[config.mk]
export PLATFORM = sky130hd
export DESIGN_NAME = k_way_min_merge
export DESIGN_NICKNAME = d
export VERILOG_FILES = /design/src/rtl/kwm_pkg.sv /design/src/rtl/k_way_min_merge.sv /design/src/rtl/kwm_cell.sv
export SDC_FILE = /design/constraint.sdc
export NUM_CORES = 2
export LEC_CHECK = 0
export ABC_AREA = 0
export BUFFER_PORTS_ARGS = -buffer_cell sky130_fd_sc_hd__buf_4
export CORE_UTILIZATION = 45
export CTS_BUF_LIST = sky130_fd_sc_hd__clkbuf_16
export DETAILED_ROUTE_END_ITERATION = 6
export PLACE_DENSITY = 0.6
export SYNTH_ARGS = -nofsm -noshare
export SYNTH_HDL_FRONTEND = slang
export SYNTH_HIERARCHICAL = 1
export SYNTH_SLANG_ARGS = --single-unit
[constraint.sdc]
create_clock -name i_clk -period 15.1 [get_ports i_clk]
set_input_delay 2.265 -clock i_clk [delete_from_list [all_inputs] [get_ports i_clk]]
set_output_delay 2.265 -clock i_clk [all_outputs]
set_load 0.05 [all_outputs]
[src/rtl/kwm_pkg.sv]
// Shared types and constants for the k-way minimum merge.
`timescale 1ns / 1ps

package kwm_pkg;

    localparam int DEF_MAX_TAPES = 16;
    localparam int DEF_KEY_BITS  = 14;
    localparam int ID_W          = 27;
    localparam int CFG_W         = 5;

    typedef enum logic {
        S_IDLE,
        S_INSERT
    } t_state;

    typedef enum logic [1:0] {
        OP_HOLD,
        OP_REMOVE,
        OP_INSERT,
        OP_CLEAR
    } t_cell_op;

    // flags rippling down the chain from the head cell
    typedef struct packed {
        logic removed;  // the removed tape sits at or before this point
        logic placed;   // the new head sorts at or before this point
    } t_link;

endpackage

[src/rtl/k_way_min_merge.sv]
// K-way merge of sorted tapes: sorted chain of tape heads, emits the minimum.
// An item is taken when start is high and busy is low; a dropped item leaves
// busy low. For an item that is used, in the accept cycle the chain drops the
// old head of that tape, if it is still in the chain. In the following
// cycle (busy high) the new head is placed in order and the smallest head is
// registered. Its strobe shows the cycle after, while the next item may
// already be accepted. Results appear for one cycle only and cannot be held
// off. After tapes_in_use tapes have all reported, each refill of the tape
// named in source_tape yields the next record. When all tapes have ended, a
// single done result is given and the fill phase starts over. Items for
// tapes outside the count, or for any tape but the pending one while
// merging, are dropped without result. Writing tapes_in_use restarts the
// fill phase; cfg_ready is low while busy or start is high.
`timescale 1ns / 1ps

module k_way_min_merge
    import kwm_pkg::*;
#(
    parameter int MAX_TAPES = DEF_MAX_TAPES,
    parameter int KEY_BITS  = DEF_KEY_BITS,
    localparam int TAPE_W   = $clog2(MAX_TAPES),
    localparam int CNT_W    = $clog2(MAX_TAPES + 1)
) (
    input  logic                i_clk,
    input  logic                i_rst_n,
    input  logic                start,
    output logic                busy,
    input  logic [TAPE_W-1:0]   i_tape,
    input  logic [KEY_BITS-1:0] i_key,
    input  logic [ID_W-1:0]     i_record_id,
    input  logic                i_tape_ended,
    output logic                o_strobe,
    output logic [KEY_BITS-1:0] o_key_res,
    output logic [ID_W-1:0]     o_record_id_res,
    output logic [TAPE_W-1:0]   o_source_tape,
    output logic                o_done_res,
    input  logic                i_cfg_valid,
    output logic                o_cfg_ready,
    input  logic [CFG_W-1:0]    i_cfg_data
);

    t_state                r_state, n_state;
    logic [CNT_W-1:0]      r_count;
    logic [MAX_TAPES-1:0]  r_reported;
    logic                  r_merging;
    logic [TAPE_W-1:0]     r_pend;
    logic [TAPE_W-1:0]     r_req_tape;
    logic [KEY_BITS-1:0]   r_req_key;
    logic [ID_W-1:0]       r_req_id;
    logic                  r_req_ended;
    logic                  r_do_emit;
    logic                  r_strobe;
    logic [KEY_BITS-1:0]   r_out_key;
    logic [ID_W-1:0]       r_out_id;
    logic [TAPE_W-1:0]     r_out_tape;
    logic                  r_out_done;

    t_cell_op              cell_op;
    logic [TAPE_W-1:0]     req_tape;
    logic                  cfg_go;
    logic                  item_ok;
    logic                  item_go;
    logic                  all_rep;
    logic [CNT_W-1:0]      cfg_count;
    logic                  head_new;
    logic                  head_valid;

    t_link                 link [MAX_TAPES+1];
    logic [MAX_TAPES:0]    cell_valid;
    logic [KEY_BITS-1:0]   cell_key  [MAX_TAPES+1];
    logic [ID_W-1:0]       cell_id   [MAX_TAPES+1];
    logic [TAPE_W-1:0]     cell_tape [MAX_TAPES+1];

    // ---------------- request decode ----------------
    assign cfg_go  = i_cfg_valid && o_cfg_ready;
    assign item_ok = (CNT_W'(i_tape) < r_count)
                     && (!r_merging || (i_tape == r_pend));
    assign item_go = start && !busy && item_ok;

    always_comb begin
        all_rep = 1'b1;
        for (int i = 0; i < MAX_TAPES; i++) begin
            if (!(r_reported[i] || (TAPE_W'(i) == i_tape)
                  || (CNT_W'(i) >= r_count))) begin
                all_rep = 1'b0;
            end
        end
    end

    always_comb begin
        if (i_cfg_data == '0) begin
            cfg_count = CNT_W'(1);
        end else if (int'(i_cfg_data) > MAX_TAPES) begin
            cfg_count = CNT_W'(MAX_TAPES);
        end else begin
            cfg_count = CNT_W'(i_cfg_data);
        end
    end

    // ---------------- sequencer ----------------
    always_comb begin
        n_state = r_state;
        case (r_state)
            S_IDLE:   if (item_go) n_state = S_INSERT;
            S_INSERT: n_state = S_IDLE;
            default:  n_state = S_IDLE;
        endcase
    end

    always_comb begin
        busy     = 1'b0;
        cell_op  = OP_HOLD;
        req_tape = i_tape;
        case (r_state)
            S_IDLE: begin
                if (cfg_go) begin
                    cell_op = OP_CLEAR;
                end else if (item_go) begin
                    cell_op = OP_REMOVE;
                end
            end
            S_INSERT: begin
                busy     = 1'b1;
                req_tape = r_req_tape;
                if (!r_req_ended) begin
                    cell_op = OP_INSERT;
                end
            end
            default: begin
            end
        endcase
    end

    // no config write in a cycle that may take an item
    assign o_cfg_ready = !busy && !start;

    // ---------------- head chain ----------------
    assign link[0]          = '0;
    assign cell_valid[MAX_TAPES] = 1'b0;
    assign cell_key[MAX_TAPES]   = '0;
    assign cell_id[MAX_TAPES]    = '0;
    assign cell_tape[MAX_TAPES]  = '0;

    for (genvar g = 0; g < MAX_TAPES; g++) begin : g_cell
        logic                lv;
        logic [KEY_BITS-1:0] lk;
        logic [ID_W-1:0]     li;
        logic [TAPE_W-1:0]   lt;

        if (g == 0) begin : g_head
            assign lv = 1'b0;
            assign lk = '0;
            assign li = '0;
            assign lt = '0;
        end else begin : g_body
            assign lv = cell_valid[g-1];
            assign lk = cell_key[g-1];
            assign li = cell_id[g-1];
            assign lt = cell_tape[g-1];
        end

        kwm_cell #(
            .KEY_BITS (KEY_BITS),
            .TAPE_W   (TAPE_W)
        ) u_cell (
            .i_clk         (i_clk),
            .i_rst_n       (i_rst_n),
            .i_op          (cell_op),
            .i_req_tape    (req_tape),
            .i_req_key     (r_req_key),
            .i_req_id      (r_req_id),
            .i_link        (link[g]),
            .o_link        (link[g+1]),
            .i_left_valid  (lv),
            .i_left_key    (lk),
            .i_left_id     (li),
            .i_left_tape   (lt),
            .i_right_valid (cell_valid[g+1]),
            .i_right_key   (cell_key[g+1]),
            .i_right_id    (cell_id[g+1]),
            .i_right_tape  (cell_tape[g+1]),
            .o_valid       (cell_valid[g]),
            .o_key         (cell_key[g]),
            .o_id          (cell_id[g]),
            .o_tape        (cell_tape[g])
        );
    end

    // head of the chain as it will be after this insert
    assign head_new   = !r_req_ended && link[1].placed;
    assign head_valid = head_new || cell_valid[0];

    // ---------------- registers ----------------
    always_ff @(posedge i_clk) begin
        if (!i_rst_n) begin
            r_state    <= S_IDLE;
            r_count    <= CNT_W'(1);
            r_reported <= '0;
            r_merging  <= 1'b0;
            r_pend     <= '0;
            r_do_emit  <= 1'b0;
            r_strobe   <= 1'b0;
        end else begin
            r_state  <= n_state;
            r_strobe <= (r_state == S_INSERT) && r_do_emit;
            if (cfg_go) begin
                r_count    <= cfg_count;
                r_reported <= '0;
                r_merging  <= 1'b0;
                r_pend     <= '0;
            end else if (item_go) begin
                r_do_emit <= r_merging || all_rep;
                if (!r_merging) begin
                    r_reported[i_tape] <= 1'b1;
                end
            end else if ((r_state == S_INSERT) && r_do_emit) begin
                if (head_valid) begin
                    r_merging <= 1'b1;
                    r_pend    <= head_new ? r_req_tape : cell_tape[0];
                end else begin
                    // all tapes ended: back to fill
                    r_merging  <= 1'b0;
                    r_reported <= '0;
                    r_pend     <= '0;
                end
            end
        end
    end

    always_ff @(posedge i_clk) begin
        if (item_go) begin
            r_req_tape  <= i_tape;
            r_req_key   <= i_key;
            r_req_id    <= i_record_id;
            r_req_ended <= i_tape_ended;
        end
        if (r_state == S_INSERT) begin
            r_out_done <= !head_valid;
            if (!head_valid) begin
                r_out_key  <= '0;
                r_out_id   <= '0;
                r_out_tape <= '0;
            end else if (head_new) begin
                r_out_key  <= r_req_key;
                r_out_id   <= r_req_id;
                r_out_tape <= r_req_tape;
            end else begin
                r_out_key  <= cell_key[0];
                r_out_id   <= cell_id[0];
                r_out_tape <= cell_tape[0];
            end
        end
    end

    assign o_strobe        = r_strobe;
    assign o_key_res       = r_out_key;
    assign o_record_id_res = r_out_id;
    assign o_source_tape   = r_out_tape;
    assign o_done_res      = r_out_done;

    // ---------------- assertions ----------------
    a_insert_one_cycle: assert property (@(posedge i_clk) disable iff (!i_rst_n)
        r_state == S_INSERT |=> r_state == S_IDLE)
        else $error("insert phase lasted more than one cycle");

    a_record_sets_pending: assert property (@(posedge i_clk) disable iff (!i_rst_n)
        r_strobe && !r_out_done |-> r_merging && (r_pend == r_out_tape)
                                    && cell_valid[0] && (cell_tape[0] == r_out_tape))
        else $error("emitted record does not match pending chain head");

    a_done_restarts: assert property (@(posedge i_clk) disable iff (!i_rst_n)
        r_strobe && r_out_done |-> !r_merging && (r_reported == '0) && !cell_valid[0])
        else $error("done result without fill restart");

    a_chain_packed: assert property (@(posedge i_clk) disable iff (!i_rst_n)
        !cell_valid[0] |-> (cell_valid == '0))
        else $error("live head behind an empty cell");

endmodule

[src/rtl/kwm_cell.sv]
// One cell of the sorted head chain: holds one live tape head.
`timescale 1ns / 1ps

module kwm_cell
    import kwm_pkg::*;
#(
    parameter int KEY_BITS = DEF_KEY_BITS,
    parameter int TAPE_W   = 4
) (
    input  logic                i_clk,
    input  logic                i_rst_n,
    input  t_cell_op            i_op,
    input  logic [TAPE_W-1:0]   i_req_tape,
    input  logic [KEY_BITS-1:0] i_req_key,
    input  logic [ID_W-1:0]     i_req_id,
    input  t_link               i_link,
    output t_link               o_link,
    input  logic                i_left_valid,
    input  logic [KEY_BITS-1:0] i_left_key,
    input  logic [ID_W-1:0]     i_left_id,
    input  logic [TAPE_W-1:0]   i_left_tape,
    input  logic                i_right_valid,
    input  logic [KEY_BITS-1:0] i_right_key,
    input  logic [ID_W-1:0]     i_right_id,
    input  logic [TAPE_W-1:0]   i_right_tape,
    output logic                o_valid,
    output logic [KEY_BITS-1:0] o_key,
    output logic [ID_W-1:0]     o_id,
    output logic [TAPE_W-1:0]   o_tape
);

    logic                r_valid;
    logic [KEY_BITS-1:0] r_key;
    logic [ID_W-1:0]     r_id;
    logic [TAPE_W-1:0]   r_tape;

    logic                n_valid;
    logic [KEY_BITS-1:0] n_key;
    logic [ID_W-1:0]     n_id;
    logic [TAPE_W-1:0]   n_tape;

    logic match;
    logic new_first;

    assign match     = r_valid && (r_tape == i_req_tape);
    // ties on key go to the lower tape
    assign new_first = !r_valid || (i_req_key < r_key)
                       || ((i_req_key == r_key) && (i_req_tape < r_tape));

    assign o_link.removed = i_link.removed | match;
    assign o_link.placed  = i_link.placed | new_first;

    always_comb begin
        n_valid = r_valid;
        n_key   = r_key;
        n_id    = r_id;
        n_tape  = r_tape;
        case (i_op)
            OP_HOLD: begin
            end
            OP_REMOVE: begin
                if (o_link.removed) begin
                    n_valid = i_right_valid;
                    n_key   = i_right_key;
                    n_id    = i_right_id;
                    n_tape  = i_right_tape;
                end
            end
            OP_INSERT: begin
                if (i_link.placed) begin
                    n_valid = i_left_valid;
                    n_key   = i_left_key;
                    n_id    = i_left_id;
                    n_tape  = i_left_tape;
                end else if (new_first) begin
                    n_valid = 1'b1;
                    n_key   = i_req_key;
                    n_id    = i_req_id;
                    n_tape  = i_req_tape;
                end
            end
            OP_CLEAR: begin
                n_valid = 1'b0;
            end
            default: begin
            end
        endcase
    end

    always_ff @(posedge i_clk) begin
        if (!i_rst_n) begin
            r_valid <= 1'b0;
        end else begin
            r_valid <= n_valid;
        end
    end

    always_ff @(posedge i_clk) begin
        r_key  <= n_key;
        r_id   <= n_id;
        r_tape <= n_tape;
    end

    assign o_valid = r_valid;
    assign o_key   = r_key;
    assign o_id    = r_id;
    assign o_tape  = r_tape;

endmodule

==> flow_metrics.py <==
metrics = {
    "outcome": {
        "status": "completed",
    },
    "synth": {
        "synth_warnings": 6,
        "synth_area_mm2": 0.0504,
        "syn_avg_cell_area_um2": 10.5,
        "syn_inst": 4798,
    },
    "clock_network": {
        "clock-sinks": 857,
        "numCtsBuffers": 93,
        "cts_setup_buffers": 0,
        "cts_resized": 0,
        "cts.htree.levels": 3,
        "clk_path_buf_depth": 3,
        "cts_tree": "done",
        "cts.clk_slew.worst_paths_ns": 0.06,
        "cts_root_buffer": "clkbuf_16",
        "postCtsHoldBufs": 0,
        "insertion_delay_ns": 0.68,
    },
    "sta": {
        "holdWs_ns": 0.459,
        "fin_crit_sh_pct": 85.0,
        "setup_tns_ns": 0,
        "finClkSkew_ns": 0.0430,
        "rsz0062_at_grt": "no",
        "period_needed_ns": 12.84,
        "finalMaxSlewViolations": 0,
        "slew_headroom_pct": 33.8,
        "hold_violations": 0,
        "fmax_ghz": 0.0779,
        "tightestPinTransition_ns": 0.992,
        "finalSetupViolCount": 0,
    },
    "critical_path": {
        "crit_path_start_kind": "primary input",
        "worst-setup-path-type": "primary input to flop",
        "cp-end-kind": "flop",
        "path_max_fanout": 47,
        "slowest_stage": "a311oi_1",
        "crit_path_max_incr_delay_ns": 0.49,
        "cp.arrival_ns": 13.20,
        "cp.required_ns": 15.47,
        "cpMostUsedCell": "a311oi_1",
    },
    "layout": {
        "area_growth_pct": 10.8,
        "final-seq-area_mm2": 0.0253,
        "multi_input_area_mm2": 0.0232,
        "layout.nets": 5239,
        "antenna_cells": 0,
        "nFillCells": 10200,
        "fin_util_pct": 50.4,
        "layout-drive-gt1-share_pct": 9.05,
    },
    "drt": {
        "routed_wl_mm": 123,
        "ant_nets": 0,
        "drcViolationCount": 0,
        "drtPass1Iterations": 5,
        "post_drt_wl_per_cell_um": 19.0,
        "vias_per_cell": 5.51,
        "drt-initial-drc-count": 2195,
        "via_count": 35600,
    },
    "pwr": {
        "p_leak_uw": 0.0271,
        "irDropWorstVdd_mv": 0.0855,
        "cellPowerDensity_mw_per_mm2": 129,
        "fin_total_pwr_uw": 7230,
    },
    "min_path": {
        "hp-class": "flop to flop",
    },
    "placement": {
        "gp_congestion": 0.843,
        "port_buffers": 103,
        "dp_hpwl_mm": 86.0,
    },
    "global_route": {
        "met3_usage_pct": 2.38,
        "grt_max_degree": 93,
        "grt_use_met1_pct": 29.4,
        "use_met2_pct": 36.7,
        "grt_pass1_wl_mm": 197,
        "grt_overflow": 0,
        "grt.busiest_layer": "met2",
        "grtUsageTotal_pct": 21.5,
        "grt_pass1_vias": 36200,
        "grt_antenna_before_repair": 1,
    },
    "die": {
        "die_area_mm2": 0.113,
        "die-width_um": 337,
        "die_y_um": 337,
        "rows": 122,
        "io_pins": 104,
        "core-area_mm2": 0.111,
        "start_util_pct": 45.5,
    },
    "job": {
        "cap_viol_max_count": 0,
    },
}
-- path summary, 6_finish.rpt --
check | from | to | slack, ns | depth (start not counted)
max | i_tape[3] | g_cell[15].u_cell/o_id[1] | 2.26 | 43
min | r_reported[11] | r_reported[11] | 0.46 | 2
min reg2reg | r_reported[11] | r_reported[11] | 0.46 | 2
max reg2reg | r_state | g_cell[15].u_cell/o_id[1] | 2.82 | 43
-- worst max-delay path, delay by kind of cell --
family	cells	cell delay (ns)
AO/OA/AOI/OAI	19	6.64
adder cells (fa/ha/maj)	1	0.35
multiplexers	1	0.27
AND/OR/NAND/NOR	16	1.67
buffers and inverters	6	1.87
-- routing by layer --
metal	vias up	wire length, µm
li1	17400	-
met5	-	0
met4	0	2090
met2	508	59400
met1	17500	57300
met3	156	4200
-- registers in the layout, indices dropped and copies added (netlist names), 4 cells and up --
register / count
r_pend: 4
r_req_key: 14
r_count: 5
o_source_tape: 4
g_cell.u_cell/o_id: 432
o_record_id_res: 27
g_cell.u_cell/o_key: 224
g_cell.u_cell/o_valid: 16
r_reported: 16
o_key_res: 14
r_req_tape: 4
g_cell.u_cell/o_tape: 64
r_req_id: 27
-- power breakdown --
| group | internal, µW | switching [µW] |
|---|---|---|
| Clock | 1200 | 1000 |
| Sequential | 3200 | 308 |
| Combinational | 550 | 964 |
| Total | 4950 | 2270 |
-- layout by cell type (no fill, tap or decap), types with 13 or more instances in the layout --
cell type	n
nor4_2	13
nor2b_1	22
nand4_2	15
a211oi_1	18
o21ai_1	653
mux2i_1	720
edfxtp_1	812
o22a_1	16
nand3_1	50
nor2_1	69
a21oi_1	127
conb_1	95
clkbuf_16	94
inv_1	357
ha_1	291
nand2_1	967
a21o_1	14
and3_4	16
o21ai_4	17
buf_4	175
a311oi_1	17
dfxtp_1	43
nand2_2	20
o21ai_0	122
o221ai_1	16
clkinv_1	31
a221o_1	15
-- through the flow --
stage               std cells  setup WS, ns  area, µm²
floorplan                4892          1.81      50800
global placement         6286          1.71      53000
detailed placement       6286          1.52      53000
CTS                      6459          2.22      55900
global route             6459          1.26      55900
finish                   6459          2.26      55900
-- layout make-up --
type / instances / share of cell area (%)
clock buffer: 94 / 4.21
sequential: 857 / 45.2
clock inverter: 79 / 0.963
multi-input combinational: 3425 / 41.6
tap: 1488 / 3.33
timing repair buffer: 175 / 2.35
inverter: 341 / 2.34
No activity file was read; power rests on OpenSTA's default activity.
